==> src/sv/pdpa_pkg.sv <==
package pdpa_pkg;

    localparam int COORD_BITS = 16;
    localparam int FRAC_BITS  = 8;
    localparam int W_SEG  = 25;
    localparam int W_RAD  = 24;
    localparam int W_TRI  = 33;
    localparam int W_QUAD = 34;
    localparam int QUEUE_DEPTH = 4;

    typedef struct packed {
        logic signed [COORD_BITS-1:0] ax;
        logic signed [COORD_BITS-1:0] ay;
        logic signed [COORD_BITS-1:0] bx;
        logic signed [COORD_BITS-1:0] by_coord;
        logic signed [COORD_BITS-1:0] cx;
        logic signed [COORD_BITS-1:0] cy;
        logic signed [COORD_BITS-1:0] dx;
        logic signed [COORD_BITS-1:0] dy;
    } t_in;

    typedef struct packed {
        logic [W_SEG-1:0]  segment_length;
        logic [W_RAD-1:0]  first_radius;
        logic [W_RAD-1:0]  second_radius;
        logic [W_TRI-1:0]  triangle_area_twice;
        logic [W_QUAD-1:0] quad_area_twice;
    } t_out;

endpackage

==> src/sv/pdpa_queue.sv <==
module pdpa_queue #(
    parameter int WIDTH = 8,
    parameter int DEPTH = pdpa_pkg::QUEUE_DEPTH
) (
    input  logic             i_clk,
    input  logic             i_rst_n,
    input  logic             i_push,
    input  logic [WIDTH-1:0] i_data,
    output logic             o_valid,
    output logic [WIDTH-1:0] o_data
);
    localparam int AW = (DEPTH > 1) ? $clog2(DEPTH) : 1;

    logic [WIDTH-1:0] r_mem [DEPTH];
    logic [AW-1:0]    r_wr, r_rd;
    logic [AW:0]      r_cnt;
    logic             pop;

    assign pop     = r_cnt != '0;
    assign o_valid = pop;
    assign o_data  = r_mem[r_rd];

    always_ff @(posedge i_clk) begin
        if (!i_rst_n) begin
            r_wr  <= '0;
            r_rd  <= '0;
            r_cnt <= '0;
        end else begin
            if (i_push) begin
                r_wr <= (r_wr == AW'(DEPTH-1)) ? '0 : r_wr + 1'b1;
            end
            if (pop) begin
                r_rd <= (r_rd == AW'(DEPTH-1)) ? '0 : r_rd + 1'b1;
            end
            r_cnt <= r_cnt + (AW+1)'(i_push) - (AW+1)'(pop);
        end
        if (i_push) begin
            r_mem[r_wr] <= i_data;
        end
    end
endmodule

==> config.mk <==
export PLATFORM = sky130hd
export DESIGN_NAME = pdpa_queue
export DESIGN_NICKNAME = d
export VERILOG_FILES = /design/src/sv/pdpa_pkg.sv /design/src/sv/pdpa_queue.sv
export SDC_FILE = /design/constraint.sdc
export NUM_CORES = 1
export LEC_CHECK = 0
export BUFFER_PORTS_ARGS = -buffer_cell sky130_fd_sc_hd__buf_4
export CAP_MARGIN = 40
export CORE_UTILIZATION = 40
export CTS_BUF_LIST = sky130_fd_sc_hd__clkbuf_8
export CTS_CLUSTER_SIZE = 16
export DETAILED_ROUTE_END_ITERATION = 7
export PLACE_DENSITY = 0.7
export SLEW_MARGIN = 20
export SYNTH_ARGS = -nofsm -noshare
export SYNTH_HDL_FRONTEND = slang
export SYNTH_SLANG_ARGS = --single-unit
export TNS_END_PERCENT = 10
==> constraint.sdc <==
create_clock -name i_clk -period 4.76 [get_ports i_clk]
set_clock_uncertainty 0.15 [all_clocks]
set_input_delay 0.952 -clock i_clk [delete_from_list [all_inputs] [get_ports i_clk]]
set_output_delay 0.952 -clock i_clk [all_outputs]
set_load 0.03 [all_outputs]
==> impl_metrics.tcl <==
set metrics [dict create \
    grt_overflow_total 0 \
    combPwrFrac_pct 32.7 \
    synth_cell_types 17 \
    grt_pass1_vias 808 \
    seqPwrFrac_pct 46.8 \
    mappedNetlistNets 105 \
    synth_warnings 0 \
    synth.area.top_cells "edfxtp_1 (60%), dfxtp_1 (11%), mux4_2 (11%)" \
    switchingPower_mw 0.318 \
    yosys.area_share.simple_pct 5.12 \
    postCtsHoldBufs 0 \
    clkTransAtPathRegs_ns 0.08 \
    maxSlewViolCount 0 \
    ff_latch_area_um2 1140 \
    start_kind "register" \
    fillers 310 \
    tns_ns 0 \
    status "completed" \
    drv_cap 0 \
    final.min_clock_period_ns 2.81 \
    cts_buffer_depth 2 \
    finalHoldViolCount 0 \
    synth_area_um2 1610 \
    synth_top_family_by_area "multiplexers" \
    cellPowerDensity_nw_per_um2 537 \
    rr_endpoint "r_cnt[2]" \
    swShare_pct 31.6 \
    hpwlAfterDp_um 1690 \
    fmax_mhz 356 \
    grt_max_degree 13 \
    whs_ns 0.361 \
    globalplace.congestion 0.665 \
    portBuffers 19 \
    yosysSeqAreaShare_pct 70.8 \
    multi_input_area_um2 428 \
    drt-initial-drc-count 24 \
    cts_max_level 2 \
    period_share_pct 59.0 \
    worst_pin_slew_ns 0.534 \
    cts_root_buffer "clkbuf_8" \
    antenna_left 0 \
    synth_xor_area_share_pct 1.40 \
    fin_nets 129 \
    routed_via_density 4.71 \
    leakage_nw 0.703 \
    max_slew_margin_pct 64.4 \
    die-area_um2 4290 \
    cts_tree "done" \
    finalSetupViolCount 0 \
    die_h_um 65.5 \
    grt_pass1_wl_um 3720 \
    syn_avg_cell_area_um2 18.7 \
    clock_sinks 41 \
    cts.repair.resized 0 \
    rsz0062_at_grt "false" \
    syn_inst 86 \
    antennaDiodeCount 0 \
    area_growth_pct 16.6 \
    drt_wl_total_um 2320 \
    endpoint "o_data[3]" \
    final_util_pct 49.8 \
    post_synth_fa_ha_maj_area_fraction_pct 6.68 \
    cp-end-kind "primary output" \
    arrival_ns 1.70 \
    worst-setup-path-type "reg -> out" \
    vias 744 \
    r2r_setup_slack_ns 2.48 \
    grt.total_usage_pct 12.6 \
    layout-drive-gt1-share_pct 30.0 \
    cp.required_ns 3.66 \
    synth_compound_area_share_pct 0.311 \
    dr.pass1.iters 2 \
    start_util_pct 42.7 \
    io_pins 20 \
    ys_seq_elements 41 \
    holdCritPathClass "reg -> reg" \
    coreArea_um2 3770 \
    drc_errors 0 \
    die_w_um 65.5 \
    antenna_found_initial 0 \
    vdd_drop_max_uv 379 \
    cts_buffers 5 \
    clock_latency_ns 0.29 \
    cts_setup_buffers 0 \
    path_max_fanout 8 \
    rows 22 \
    clock_power_share_pct 20.5 \
    muxShareOfSynthArea_pct 13.0 \
    synth_top_area_cell "edfxtp_1" \
    r2r-start "r_cnt[1]" \
    synth_top_area_share_pct 59.6 \
    r2r_cells 9 \
    internal-power_mw 0.690 \
    drt-wirelength-per-cell_um 14.7 \
]
cells by family (layout without fill, tap and decap cells):
logic type | after synthesis | count (layout)
flip-flops | 41 | 41
XOR/XNOR | 1 | 1
AND/OR/NAND/NOR | 15 | 15
buffers and inverters | 9 | 33
adder cells (fa/ha/maj) | 8 | 8
multiplexers | 11 | 11
AO/OA/AOI/OAI | 1 | 1
cell usage after synthesis:
cell type,count
nor3_1,1
buf_6,1
and2_1,5
edfxtp_1,32
mux2i_1,3
clkbuf_2,1
xnor3_1,1
mux4_2,8
dfxtp_1,9
fa_1,1
ha_1,7
nand2b_1,1
a21oi_1,1
or3b_1,2
nand2_1,3
inv_1,7
nor2_1,3
power by group through the flow:
stage	clock (mW)	combinational, mW	sequential, mW
after floorplan	0	0.271	0.448
after global placement	0	0.322	0.480
after detailed placement	0	0.336	0.483
after CTS	0.213	0.338	0.475
after global routing	0.225	0.359	0.482
final	0.207	0.330	0.472
through the flow:
stage / worst slack, ns / area [um^2] / std cells / power, mW
final: 1.95 / 1880 / 158 / 1.01
after CTS: 1.88 / 1880 / 158 / 1.03
after floorplan: 2.44 / 1610 / 86 / 0.719
after detailed placement: 2.21 / 1800 / 151 / 0.820
after global routing: 1.80 / 1880 / 158 / 1.07
after global placement: 2.21 / 1800 / 151 / 0.801
metal layers:
metal  routed length, um  GRT usage, %  vias to the layer above  share of wire, %
met5                   0             0                        -                 0
met4                  25          6.52                        0               1.1
met3                 139          5.21                        2               6.0
met2                1160          21.1                       20                50
met1                 997          13.6                      354                43
li1                    -             -                      368                 -
critical path: stages, from the launching register on:
cell and delay [ns]:
dfxtp_1 0.66, mux4_2 0.57, buf_4 0.18
sequential cells by signal, summed over array words and instances, names as in the netlist, named ones only:
signal  count
r_cnt       3
r_rd        2
r_mem      32
r_wr        2
placed cells by master (no fill, tap or decap):
cell       n
a21oi_1    1
and2_1     5
buf_4     19
clkbuf_8   5
clkinv_4   1
dfxtp_1    9
edfxtp_1  32
fa_1       1
ha_1       7
inv_1      8
mux2i_1    3
mux4_2     8
nand2_1    3
nand2b_1   1
nor2_1     3
nor3_1     1
or3b_1     2
xnor3_1    1
worst min path at each step:
stage	end	startpoint	cells past startpoint	slack (ns)
CTS	r_rd[1]	r_rd[1]	2	0.36
global route	r_rd[1]	r_rd[1]	2	0.40
detailed placement	r_rd[1]	r_rd[1]	2	0.35
finish	r_rd[1]	r_rd[1]	2	0.36
floorplan	register	r_rd[1]	2	0.31
global placement	r_rd[0]	r_rd[0]	2	0.33
cell type report:
class,count,area share [%]
Tap cell,48,3.20
Multi-Input combinational cell,36,22.8
Clock inverter,2,0.666
Clock buffer,5,3.66
Inverter,7,1.40
Timing Repair Buffer,19,7.59
Sequential cell,41,60.7
No activity file was read; power rests on OpenSTA's default activity.
